[config.mk]
export PLATFORM = sky130hd
export DESIGN_NAME = utf8_to_ucs2_decoder_top
export DESIGN_NICKNAME = d
export VERILOG_FILES = /design/src/design/u2u_pkg.sv /design/src/design/u2u_step.sv /design/src/design/u2u_out_reg.sv /design/src/design/utf8_to_ucs2_decoder_top.sv
export SDC_FILE = /design/constraint.sdc
export NUM_CORES = 1
export LEC_CHECK = 0
export ABC_AREA = 1
export BUFFER_PORTS_ARGS = -buffer_cell sky130_fd_sc_hd__buf_2
export CAP_MARGIN = 10
export CORE_ASPECT_RATIO = 1.5
export CORE_MARGIN = 10
export CORE_UTILIZATION = 38
export CTS_CLUSTER_DIAMETER = 120
export DETAILED_ROUTE_END_ITERATION = 7
export PLACE_DENSITY = 0.66
export REMOVE_ABC_BUFFERS = 1
export SLEW_MARGIN = 10
export SYNTH_ARGS = -nofsm -noshare
export SYNTH_HDL_FRONTEND = slang
export SYNTH_SLANG_ARGS = --single-unit
[constraint.sdc]
create_clock -name i_clk -period 2.7 [get_ports i_clk]
set_clock_uncertainty 0.15 [all_clocks]
set_input_delay 0.27 -clock i_clk [delete_from_list [all_inputs] [get_ports i_clk]]
set_output_delay 0.27 -clock i_clk [all_outputs]
set_load 0.01 [all_outputs]
[src/design/u2u_pkg.sv]
`default_nettype none

package u2u_pkg;

    // Result status codes
    localparam logic [1:0] ST_OK        = 2'd0;
    localparam logic [1:0] ST_BAD_LEAD  = 2'd1;
    localparam logic [1:0] ST_TRUNCATED = 2'd2;

    // Lead byte thresholds and masks
    localparam logic [7:0] LEAD_3BYTE  = 8'hE0;
    localparam logic [7:0] LEAD_2BYTE  = 8'hC0;
    localparam logic [7:0] LEAD_CONT   = 8'h80;
    localparam logic [7:0] MASK_6BIT   = 8'h3F;
    localparam logic [7:0] MASK_4BIT   = 8'h0F;

    // Stored partial character: at most 4 + 6 bits before the last byte
    localparam int PART_W = 10;

    typedef struct packed {
        logic [7:0] data_byte;
        logic       end_of_string;
    } t_in_item;

    typedef struct packed {
        logic [15:0] code_unit;
        logic [1:0]  status;
        logic        string_done;
    } t_out_item;

    // Decoder state: continuation bytes still owed, bits so far, sticky error
    typedef struct packed {
        logic              bad_lead;
        logic [1:0]        left;
        logic [PART_W-1:0] partial;
    } t_dec_state;

    typedef struct packed {
        logic      valid;
        t_out_item item;
    } t_step_result;

endpackage

`default_nettype wire

[src/design/u2u_step.sv]
`default_nettype none

// One decode step: current state plus one byte -> next state and optional result
module u2u_step (
    input  wire u2u_pkg::t_dec_state   i_state,
    input  wire u2u_pkg::t_in_item     i_item,
    output u2u_pkg::t_dec_state        o_state,
    output u2u_pkg::t_step_result      o_result
);
    import u2u_pkg::*;

    logic [7:0]  b;
    logic        eos;
    logic [15:0] joined;

    assign b      = i_item.data_byte;
    assign eos    = i_item.end_of_string;
    assign joined = {i_state.partial, b[5:0]};

    always_comb begin
        o_state  = i_state;
        o_result = '0;
        if (i_state.bad_lead) begin
            if (eos) begin
                o_state         = '0;
                o_result.valid  = 1'b1;
                o_result.item   = '{code_unit: 16'd0, status: ST_BAD_LEAD, string_done: 1'b1};
            end
        end else if (i_state.left == 2'd0) begin
            if (b < LEAD_CONT) begin
                o_result.valid = 1'b1;
                o_result.item  = '{code_unit: {8'd0, b}, status: ST_OK, string_done: eos};
            end else if (b < LEAD_2BYTE) begin
                o_state.bad_lead = 1'b1;
                if (eos) begin
                    o_state        = '0;
                    o_result.valid = 1'b1;
                    o_result.item  = '{code_unit: 16'd0, status: ST_BAD_LEAD,
                                       string_done: 1'b1};
                end
            end else begin
                if (b < LEAD_3BYTE) begin
                    o_state.left    = 2'd1;
                    o_state.partial = PART_W'(b & MASK_6BIT);
                end else begin
                    o_state.left    = 2'd2;
                    o_state.partial = PART_W'(b & MASK_4BIT);
                end
                if (eos) begin
                    o_state        = '0;
                    o_result.valid = 1'b1;
                    o_result.item  = '{code_unit: 16'd0, status: ST_TRUNCATED,
                                       string_done: 1'b1};
                end
            end
        end else if (i_state.left == 2'd1) begin
            // last continuation byte closes the character
            o_state        = '0;
            o_result.valid = 1'b1;
            o_result.item  = '{code_unit: joined, status: ST_OK, string_done: eos};
        end else begin
            o_state.left    = 2'd1;
            o_state.partial = joined[PART_W-1:0];
            if (eos) begin
                o_state        = '0;
                o_result.valid = 1'b1;
                o_result.item  = '{code_unit: 16'd0, status: ST_TRUNCATED, string_done: 1'b1};
            end
        end
    end

endmodule

`default_nettype wire

[src/design/u2u_out_reg.sv]
`default_nettype none

// Result register; takes a new result whenever empty or being drained
module u2u_out_reg (
    input  wire                      i_clk,
    input  wire                      i_rst_n,
    input  wire                      i_load,
    input  wire u2u_pkg::t_out_item  i_item,
    output logic                     o_space,
    output logic                     o_valid,
    input  wire                      i_ready,
    output u2u_pkg::t_out_item       o_item
);
    import u2u_pkg::*;

    logic      r_valid;
    logic      n_valid;
    t_out_item r_item;

    assign o_space = !r_valid || i_ready;
    assign n_valid = i_load || (r_valid && !i_ready);

    always_ff @(posedge i_clk) begin
        if (!i_rst_n) begin
            r_valid <= 1'b0;
        end else begin
            r_valid <= n_valid;
        end
    end

    always_ff @(posedge i_clk) begin
        if (i_load) begin
            r_item <= i_item;
        end
    end

    assign o_valid = r_valid;
    assign o_item  = r_item;

endmodule

`default_nettype wire

[src/design/utf8_to_ucs2_decoder_top.sv]
`default_nettype none

// Channel  | Direction | Handshake               | Payload
// ---------+-----------+-------------------------+------------------------------------
// in       | input     | i_in_valid / o_in_ready | i_in_data: data_byte, end_of_string
// out      | output    | o_out_valid/ i_out_ready| o_out_data: code_unit, status, done
//
// One byte per clock sustained while the out side does not stall: input register -> decode step -> result register.
// Each byte is held in the input register; its result, if any, then loads the result register that drives o_out_valid.
// Synchronous active-low reset clears both valid flags and the decoder state.
// A stall on the out side backs up through the result register to o_in_ready;
// bytes that produce no result never wait on the out side's ready.
module utf8_to_ucs2_decoder_top (
    input  wire                      i_clk,
    input  wire                      i_rst_n,
    input  wire                      i_in_valid,
    output logic                     o_in_ready,
    input  wire u2u_pkg::t_in_item   i_in_data,
    output logic                     o_out_valid,
    input  wire                      i_out_ready,
    output u2u_pkg::t_out_item       o_out_data
);
    import u2u_pkg::*;

    logic         r_in_valid;
    t_in_item     r_in;
    t_dec_state   r_state;
    t_dec_state   n_state;
    t_step_result step_res;
    logic         out_space;
    logic         advance;

    // the held byte moves on when its result (if any) has room
    assign advance    = r_in_valid && (!step_res.valid || out_space);
    assign o_in_ready = !r_in_valid || advance;

    always_ff @(posedge i_clk) begin
        if (!i_rst_n) begin
            r_in_valid <= 1'b0;
        end else if (o_in_ready) begin
            r_in_valid <= i_in_valid;
        end
    end

    always_ff @(posedge i_clk) begin
        if (o_in_ready && i_in_valid) begin
            r_in <= i_in_data;
        end
    end

    always_ff @(posedge i_clk) begin
        if (!i_rst_n) begin
            r_state <= '0;
        end else if (advance) begin
            r_state <= n_state;
        end
    end

    u2u_step u_step (
        .i_state  (r_state),
        .i_item   (r_in),
        .o_state  (n_state),
        .o_result (step_res)
    );

    u2u_out_reg u_out (
        .i_clk   (i_clk),
        .i_rst_n (i_rst_n),
        .i_load  (advance && step_res.valid),
        .i_item  (step_res.item),
        .o_space (out_space),
        .o_valid (o_out_valid),
        .i_ready (i_out_ready),
        .o_item  (o_out_data)
    );

    // never more than two continuation bytes owed
    a_left_range: assert property (@(posedge i_clk) disable iff (!i_rst_n)
        r_state.left != 2'd3)
        else $error("continuation count out of range");

    // sticky error state never holds an open character
    a_bad_no_open: assert property (@(posedge i_clk) disable iff (!i_rst_n)
        r_state.bad_lead |-> (r_state.left == 2'd0))
        else $error("open character while error is sticky");

    // error results carry a zero code and close the string
    a_err_result: assert property (@(posedge i_clk) disable iff (!i_rst_n)
        (o_out_valid && o_out_data.status != ST_OK) |->
        (o_out_data.code_unit == 16'd0 && o_out_data.string_done))
        else $error("malformed error result");

    // final byte of a string leaves the decoder clear
    a_eos_clears: assert property (@(posedge i_clk) disable iff (!i_rst_n)
        (advance && r_in.end_of_string) |=> (r_state == '0))
        else $error("state not cleared at end of string");

endmodule

`default_nettype wire
After elaboration in Yosys (flattened, before gate mapping)
Cells that the tools add are included.
- register bits: 43
- order comparisons: 3
- eq/ne operators: 2
- mux-type cells: 16
- reduce and logical (&&, ||, !) cells: 14
- operators with widths (operator ; count):
    $mux 20 ; 7
    $mux 13 ; 6
    $lt 8x8->1 const B ; 3
    $mux 12 ; 2
    $mux 11 ; 1
    $logic_and 1x1->1 ; 4
    $logic_not 1->1 ; 4
    $logic_or 1x1->1 ; 4
    $ne 3x3->1 const B ; 1
    $eq 2x1->1 const B ; 1
    $logic_not 2->1 ; 1
    $reduce_and 2->1 ; 1

Logic depth before layout (Yosys ltp)
Gate-level depths: netlist of run 1.
- depth in word-level cells: 10
- depth in mapped cells: 11

Cells and area by module
Synthesis of run 1 repeated with hierarchy kept, for this count alone.
- cell total of the unflattened synthesis: 250
- area total of the unflattened synthesis: 2102.0 um^2
- by module, submodules not included (module ; instances ; cells each ; area each (um^2) ; seq. area each (um^2)):
    utf8_to_ucs2_decoder_top ; 1 ; 103 ; 969.7 ; 550.5
    u2u_out_reg ; 1 ; 25 ; 616.8 ; 590.6
    u2u_step ; 1 ; 122 ; 515.5 ; 0.0

Worst setup path before layout of run 1
Ideal clock, no wire load.
- path type: register -> register
- start: reg r_in[0] (netlist name)
- end: reg u_out.r_item, in the netlist u_out.o_item[0] (enable)
- arrival: 1.402 ns
- required time: 2.175 ns
- slack: 0.773 ns
- cell stages (with the launch flop): 7
- buffers on the path: 1
- period minus slack after synthesis: 1.927 ns
- cell sequence: edfxtp_1 > buf_2 > inv_2 > nand2_2 > a21boi_1 > nand2_1 > inv_1
- word-level cells in the longest chain between the ends: 9
- elaborated cells on any way between the ends: 11
- those cells by class: mux (7); reduce/logical (4)
- RTL lines (item ; RTL line ; RTL):
    start, declared ; utf8_to_ucs2_decoder_top.sv:26 ; t_in_item r_in;
    start signal, assigned ; utf8_to_ucs2_decoder_top.sv:47 ; r_in <= i_in_data;
    $mux 20 (on tied branches) ; - ;
    $mux 20 ; u2u_step.sv:33 ; end else if (b < LEAD_2BYTE) begin
    $mux 20 ; u2u_step.sv:30 ; if (b < LEAD_CONT) begin
    $mux 20 ; u2u_step.sv:29 ; end else if (i_state.left == 2'd0) begin
    $mux 20 (*) ; u2u_step.sv:23 ; if (i_state.bad_lead) begin
    $logic_not 1->1 ; utf8_to_ucs2_decoder_top.sv:34 ; assign advance = r_in_valid && (!step_res.valid || out_space);
    $logic_or 1x1->1 ; utf8_to_ucs2_decoder_top.sv:34 ;
    $logic_and 1x1->1 ; utf8_to_ucs2_decoder_top.sv:34 ;
    $logic_and 1x1->1 (*) ; utf8_to_ucs2_decoder_top.sv:69 ; .i_load (advance && step_res.valid),
    net u_out.i_load ; u2u_out_reg.sv:7 ; input wire i_load,
    end signal, assigned ; u2u_out_reg.sv:33 ; r_item <= i_item;
    end, declared ; u2u_out_reg.sv:18 ; t_out_item r_item;
Mark *: on every way through the listed nets, which the timed path passes. The rest lies on a longest branch.
A chain may end at the register's enable or synchronous reset.

Worst setup path after layout of run 1
- start: reg r_state[12] (netlist name)
- end: reg u_out.r_item, in the netlist u_out.o_item[14] (enable)
- word-level cells in the longest chain between the ends: 5
- RTL lines (item ; RTL line ; RTL):
    start, declared ; utf8_to_ucs2_decoder_top.sv:27 ; t_dec_state r_state;
    start signal, assigned ; utf8_to_ucs2_decoder_top.sv:55 ; r_state <= n_state;
    $mux 20 (*) ; u2u_step.sv:23 ;
    $logic_not 1->1 ; utf8_to_ucs2_decoder_top.sv:34 ;
    $logic_or 1x1->1 ; utf8_to_ucs2_decoder_top.sv:34 ;
    $logic_and 1x1->1 ; utf8_to_ucs2_decoder_top.sv:34 ;
    $logic_and 1x1->1 (*) ; utf8_to_ucs2_decoder_top.sv:69 ;
    net u_out.i_load ; u2u_out_reg.sv:7 ;
Marks and branches as above.

==> summary.md, run 1 <==
| Metric | Value |
|---|---|
| Synth area leaders | edfxtp_1 42%, dfxtp_1 15%, nand2_1 8.5% |
| Clock sink total | 43 |
| Routed Antenna Nets | 0 |
| Slew Limit Fails | 0 |
| Outcome | complete, no violations |
| Number of top-level pins | 34 |
| Routed WL | 4.47 mm |
| Via-to-Cell Ratio | 4.86 |
| Die H | 108 um |
| CTS tree | done |
| Worst r2r src | r_state[12] |
| Synthesized area | 1980 um^2 |
| DR DRC count | 0 |
| Detailed placement HPWL | 3.28 mm |
| Clk buf depth | 2 |
| Final WS setup | 442 ps |
| Num CTS Buffers | 5 |
| Tcrit/Tclk final | 83.6% |
| Final hold viol count | 0 |
| Crit path time final | 2260 ps |
| Layout cells sized above 1 | 19.9% |
| Crit start category | register |
| H-tree depth | 2 |
| Worst skew pair latency | 290 ps |
| Area leader, netlist | edfxtp_1 |
| FF+latch count, synth | 43 |
| HP Start | i_rst_n |
| Ant. Diodes | 0 |
| Final hold slack | 80.4 ps |
| FP Rows | 32 |
| Reg2reg end | u_out.o_item[14] |
| Worst EP required | 2530 ps |
| Initial antenna violation count | 0 |
| Drt wl/cell | 13.3 um |
| Total negative setup slack | 0 ps |
| Hold path depth | 3 |
| Worst slew pin tran | 568 ps |
| Core ar. | 5080 um^2 |
| Fill count | 503 |
| Crit-path cells | inv_2 -> nand3_4 -> nand2_2 -> a21boi_1 -> nand2_1 -> inv_1 -> buf_4 |
| Pin count of the biggest net entering global routing | 21 |
| Worst path bufs/invs | 3 |
| Pwr/cell area | 554 nW/um^2 |
| Synthesis-to-layout area growth | 19.2% |
| Synth cell types | 24 |
| Grt total ovfl | 0 |
| Chip width | 79.0 um |
| Final setup fails | 0 |
| Initial core utilization | 39.0% |
| Reg clk slew, reported paths | 80 ps |
| Number of global-route vias before repair | 1655 |
| Reg2reg path depth | 7 |
| YS warnings | 0 |
| Reg area | 1140 um^2 |
| Cells after synthesis | 225 |
| Routed via count | 1629 |
| All-Layer GR Usage | 11.1% |
| Worst hold path type | primary input to register |
| Top-area cell type share of the netlist area | 42.4% |
| Layout Cells excl Fill | 335 |
| CP top delay family | flip-flops |
| Crit Path Class | register to register |
| DR iter-0 viols | 116 |
| Setup crit end kind | register |
| Slowest cell on the critical path | dfxtp_1 |
| Mean Syn Cell Area | 8.81 um^2 |
| R2r setup slk | 440 ps |
| # Post-CTS Setup Buffers | 0 |
| CTS root buf | clkbuf_8 |
| Number of port buffers | 33 |
| Rel. slew slack | 61.2% |
| Worst VDD drop | 0.000287 V |
| First-pass GRT wire length | 7.53 mm |
| Fmax | 443 MHz |
| Hold EP | r_state[0] |
| Placed cell count | 318 |
| Crit-path max cell delay | 580 ps |
| RSZ-0062 raised after global routing | false |
| Post-synthesis sequential area ratio | 57.5% |
| Drt pass-1 iters | 4 |
| Maxcap violations | 0 |
| Place WS | 506 ps |
| Die ar. | 8570 um^2 |
| Util after Layout | 46.5% |
| Routability cong. | 0.923 |
| Worst Path Arrival | 2090 ps |
| Fin nets | 279 |
| CP Max Fanout | 20 |
| Multi-input logic area | 661 um^2 |
| Leakage | 0.932 nW |
[cell usage after synthesis]
library cell   n
a21oi_1       14
buf_6          2
nor2_1        35
nand2_4        1
buf_2          4
edfxtp_1      28
inv_1         27
nand2_2        3
dfxtp_1       15
a2111oi_0      1
nor2_4         1
nand3_1       12
clkbuf_1       1
nand2_1       45
nand4_1       10
nor3_1         1
buf_4          2
o22ai_1        1
nand3_4        1
a211oi_1       1
o21ai_0       13
inv_2          5
o21ai_2        1
a21boi_1       1
[report_power, final]
group	leakage [nW]	switching (mW)	internal, mW
Clock	0.0449	0.216	0.204
Sequential	0.386	0.0187	0.730
Combinational	0.501	0.0917	0.0482
[sequential cells by signal, indices dropped and copies added, names as in the netlist]
register / count
r_in: 9
r_in_valid: 1
r_state: 13
u_out.o_item: 19
u_out.o_valid: 1
[area by class of cell]
type / instances / area share, %
clock inverters: 2 / 0.476
repair buffers: 43 / 11.1
well taps: 68 / 3.60
multi-input cells: 141 / 28.0
flip-flops and latches: 43 / 48.3
clock buffers: 6 / 3.49
inverters: 32 / 5.08
[metrics by stage]
step	power (mW)	area (um^2)
final	1.31	2360
after global routing	1.36	2360
after CTS	1.32	2350
after detailed placement	0.894	2180
after global placement	0.894	2180
after floorplan	0.842	1920
[worst min-delay path, cell delays in order]
cell,delay (ps)
buf_2,110
o21ai_0,60
nor2_1,40
[kinds of logic (layout without fill, tap and decap cells)]
logic type	after synthesis	after routing	share of synthesized area, %
and+or+nand+nor	109	109	24.5
buffers and inverters	41	83	9.15
DFF	43	43	57.5
AOI/OAI and AO/OA	32	32	8.77
[cells in the final DEF (no fill, tap or decap)]
master,n
a2111oi_0,1
a211oi_1,1
a21boi_1,1
a21oi_1,14
buf_2,33
buf_4,1
clkbuf_8,6
clkinv_1,1
clkinvlp_4,1
dfxtp_1,15
dlygate4sd3_1,9
edfxtp_1,28
inv_1,27
inv_2,5
nand2_1,45
nand2_2,3
nand2_4,1
nand3_1,12
nand3_4,1
nand4_1,10
nor2_1,35
nor2_4,1
nor3_1,1
o21ai_0,13
o21ai_2,1
o22ai_1,1
[worst max-delay path by stage]
stage	start	to	slack, ps	cells past startpoint
after floorplan	r_state[12]	u_out.o_item[0]	620	6
after global placement	r_state[12]	u_out.o_item[8]	540	7
after detailed placement	r_state[12]	u_out.o_item[4]	510	7
after CTS	r_state[12]	u_out.o_item[8]	500	7
after global routing	r_state[12]	u_out.o_item[14]	310	7
final	r_state[12]	u_out.o_item[14]	440	7
[what timing repair did]
item	in CTS	in global routing
hold endpoints to repair	8	1
hold buffers	8	1
resized for setup	0	0
[layer usage]
metal  GRT usage [%]  up-vias  wire (um)
met2            20.4       60       2390
li1                -      820          -
met4            7.58        0        183
met5               0        -          0
met3            2.24       15        278
met1            10.7      734       1620
No activity file was read; power rests on OpenSTA's default activity.
==> inputs of run 2 (changes only) <==
Settings changed: PLACE_DENSITY 0.66 to 0.68.
Clock period 2.7 ns to 1.98 ns, I/O delays scaled along.
==> run 2 against run 1 <==
Against the previous run: final area rose by 2.1%; utilization up 0.96 points; sequential power up 35%; worst hold slack got worse by 60 ps; worst setup slack worse by 280 ps; via count is 0.98% higher; highest routed layer unchanged; combinational power increased by 52%.
==> summary.md, run 2 (same netlist as run 1, synthesis figures left out) <==
| Metric | Value |
|---|---|
| Outcome | complete, no violations |
| Hold EP | r_in_valid |
| Synthesis-to-layout area growth | 21.6% |
| Pwr Total | 1.76 mW (+35%) |
| Number of top-level pins | 34 (unchanged) |
| Worst r2r src | r_in[8] |
| Gate power share | 12.1% (+1.4 points) |
| Reg clk slew, reported paths | 80 ps (about the same) |
| Num CTS Buffers | 5 (unchanged) |
| Reg2reg path depth | 7 (unchanged) |
| Via-to-Cell Ratio | 4.82 (-0.79%) |
| RSZ-0062 raised after global routing | false |
| Worst Path Arrival | 1470 ps (-620 ps) |
| HP Start | i_in_valid |
| Crit start category | register |
| Routability cong. | 0.909 (-1.5%) |
| Worst slew pin tran | 556 ps (-11.3 ps) |
| First-pass GRT wire length | 7.62 mm (+1.3%) |
| Fmax | 550 MHz |
| Detailed placement HPWL | 3.46 mm (+5.6%) |
| CP Max Fanout | 9 (-55%) |
| Sequential power share | 57.5% (+0.3 points) |
| Place WS | 213 ps (-293 ps) |
| DR DRC count | 0 (unchanged) |
| Core ar. | 5080 um^2 (unchanged) |
| Routed Antenna Nets | 0 (unchanged) |
| Worst VDD drop | 0.000450 V (+57%) |
| Hold path depth | 3 (unchanged) |
| All-Layer GR Usage | 11.5% (+0.41 points) |
| Drt pass-1 iters | 4 (unchanged) |
| CTS root buf | clkbuf_8 |
| Most frequent cells in the layout | 45 x nand2_1, 35 x nor2_1, 33 x buf_2 |
| Pwr/cell area | 731 nW/um^2 (+32%) |
| Final setup fails | 0 (unchanged) |
| Clk buf depth | 2 (unchanged) |
| Chip width | 79.0 um (unchanged) |
| Final hold viol count | 0 (unchanged) |
| Layout Cells excl Fill | 341 (+1.8%) |
| Layout cells sized above 1 | 21.6% (+1.8 points) |
| Fin nets | 285 (+2.2%) |
| Number of global-route vias before repair | 1673 (+1.1%) |
| Die H | 108 um (unchanged) |
| R2r setup slk | 210 ps (-230 ps) |
| Grt total ovfl | 0 (unchanged) |
| FP Rows | 32 (unchanged) |
| Initial core utilization | 39.0% (unchanged) |
| Design Area, Final | 2410 um^2 (+2.1%) |
| DP Area | 2240 um^2 (+2.6%) |
| Tcrit/Tclk final | 91.8% |
| Rel. slew slack | 62.0% (+0.78 points) |
| Routed WL | 4.57 mm (+2.4%) |
| Clock sink total | 43 (unchanged) |
| Worst hold path type | primary input to register |
| Crit Path Class | register to output pin |
| Clock power frac | 30.5% (-1.6 points) |
| Leakage | 0.961 nW (+3.1%) |
| Slew Limit Fails | 0 (unchanged) |
| Drt wl/cell | 13.4 um (+0.57%) |
| # resized after CTS | 0 (unchanged) |
| Commonest non-fill, non-tap cell in the layout | nand2_1 |
| Worst skew pair latency | 300 ps (about the same) |
| Switch Pwr | 444 uW (+36%) |
| Worst EP required | 1630 ps (-900 ps) |
| Max reg flops | 19 (unchanged) |
| Ant. Diodes | 0 (unchanged) |
| Pint | 1.32 mW (+34%) |
| Routed via count | 1645 (+0.98%) |
| Die ar. | 8570 um^2 (unchanged) |
| Crit path time final | 1820 ps |
| Fill count | 516 (+2.6%) |
| Maxcap violations | 0 (unchanged) |
| Initial antenna violation count | 0 (unchanged) |
| Hold buffer count at cts | 9 (+1) |
| Setup crit end kind | output pin |
| Final WS setup | 162 ps (-280 ps) |
| DR iter-0 viols | 76 (-34%) |
| Number of port buffers | 33 (unchanged) |
| Reg2reg end | u_out.o_item[14] |
| CTS tree | done |
| Placed cell count | 324 (+1.9%) |
| # Post-CTS Setup Buffers | 0 (unchanged) |
| Switching share of total power | 25.2% (+0.26 points) |
| Pin count of the biggest net entering global routing | 21 (unchanged) |
| H-tree depth | 2 (unchanged) |
==> run 2: cell count changes in the layout (fill, tap and decap cells not counted), sizes merged <==
cell,before,now
buf,34,40
==> run 2: worst max-delay path: stages (launching register included) <==
cell	delay, ps
edfxtp_1	530
nand2_4	140
nand3_4	110
nand2_2	120
nand3_1	100
buf_2	180
==> run 2: stage by stage <==
stage	TNS, ps	utilization, %	hold slack, ps
floorplan	-1810	-	147
global placement	0	44.0	226
detailed placement	0	44.0	226
CTS	0	47.4	9.33
global route	0	47.4	8.14
finish	0	47.4	20.0
==> run 2: final cells by class <==
cell class	count	area, um^2	area share (%)
flip-flops and latches	43	1140	47.3
multi-input cells	141	661	27.4
repair buffers	49	320	13.3
inverters	32	120	4.98
well taps	68	85.1	3.53
clock buffers	6	72.6	3.01
clock inverters	2	12.5	0.519
==> run 2: routing by layer <==
layer | routed length, um | up-vias | GRT usage (%)
met5 | 0 | - | 0
met4 | 264 | 0 | 9.51
met2 | 2420 | 59 | 21.0
li1 | - | 830 | -
met3 | 294 | 18 | 3.41
met1 | 1590 | 738 | 9.98
==> run 2: worst max-delay path by stage <==
stage | startpoint | to | slack (ps)
5_1_grt | r_in[8] | o_in_ready | 50
3_5_place_dp | r_in[8] | u_out.o_item[12] | 210
3_3_place_gp | r_in[8] | u_out.o_item[14] | 250
2_1_floorplan | r_state[12] | u_out.o_item[0] | -100
6_report | r_in[8] | o_in_ready | 160
4_1_cts | r_in[8] | o_in_ready | 140
==> run 2: power groups by stage <==
stage	Clock [mW]	Sequential [mW]	Combinational (mW)
floorplan	0	1.05	0.102
global placement	0	1.03	0.200
detailed placement	0	1.03	0.200
CTS	0.555	1.01	0.215
global route	0.592	1.02	0.237
finish	0.537	1.01	0.213
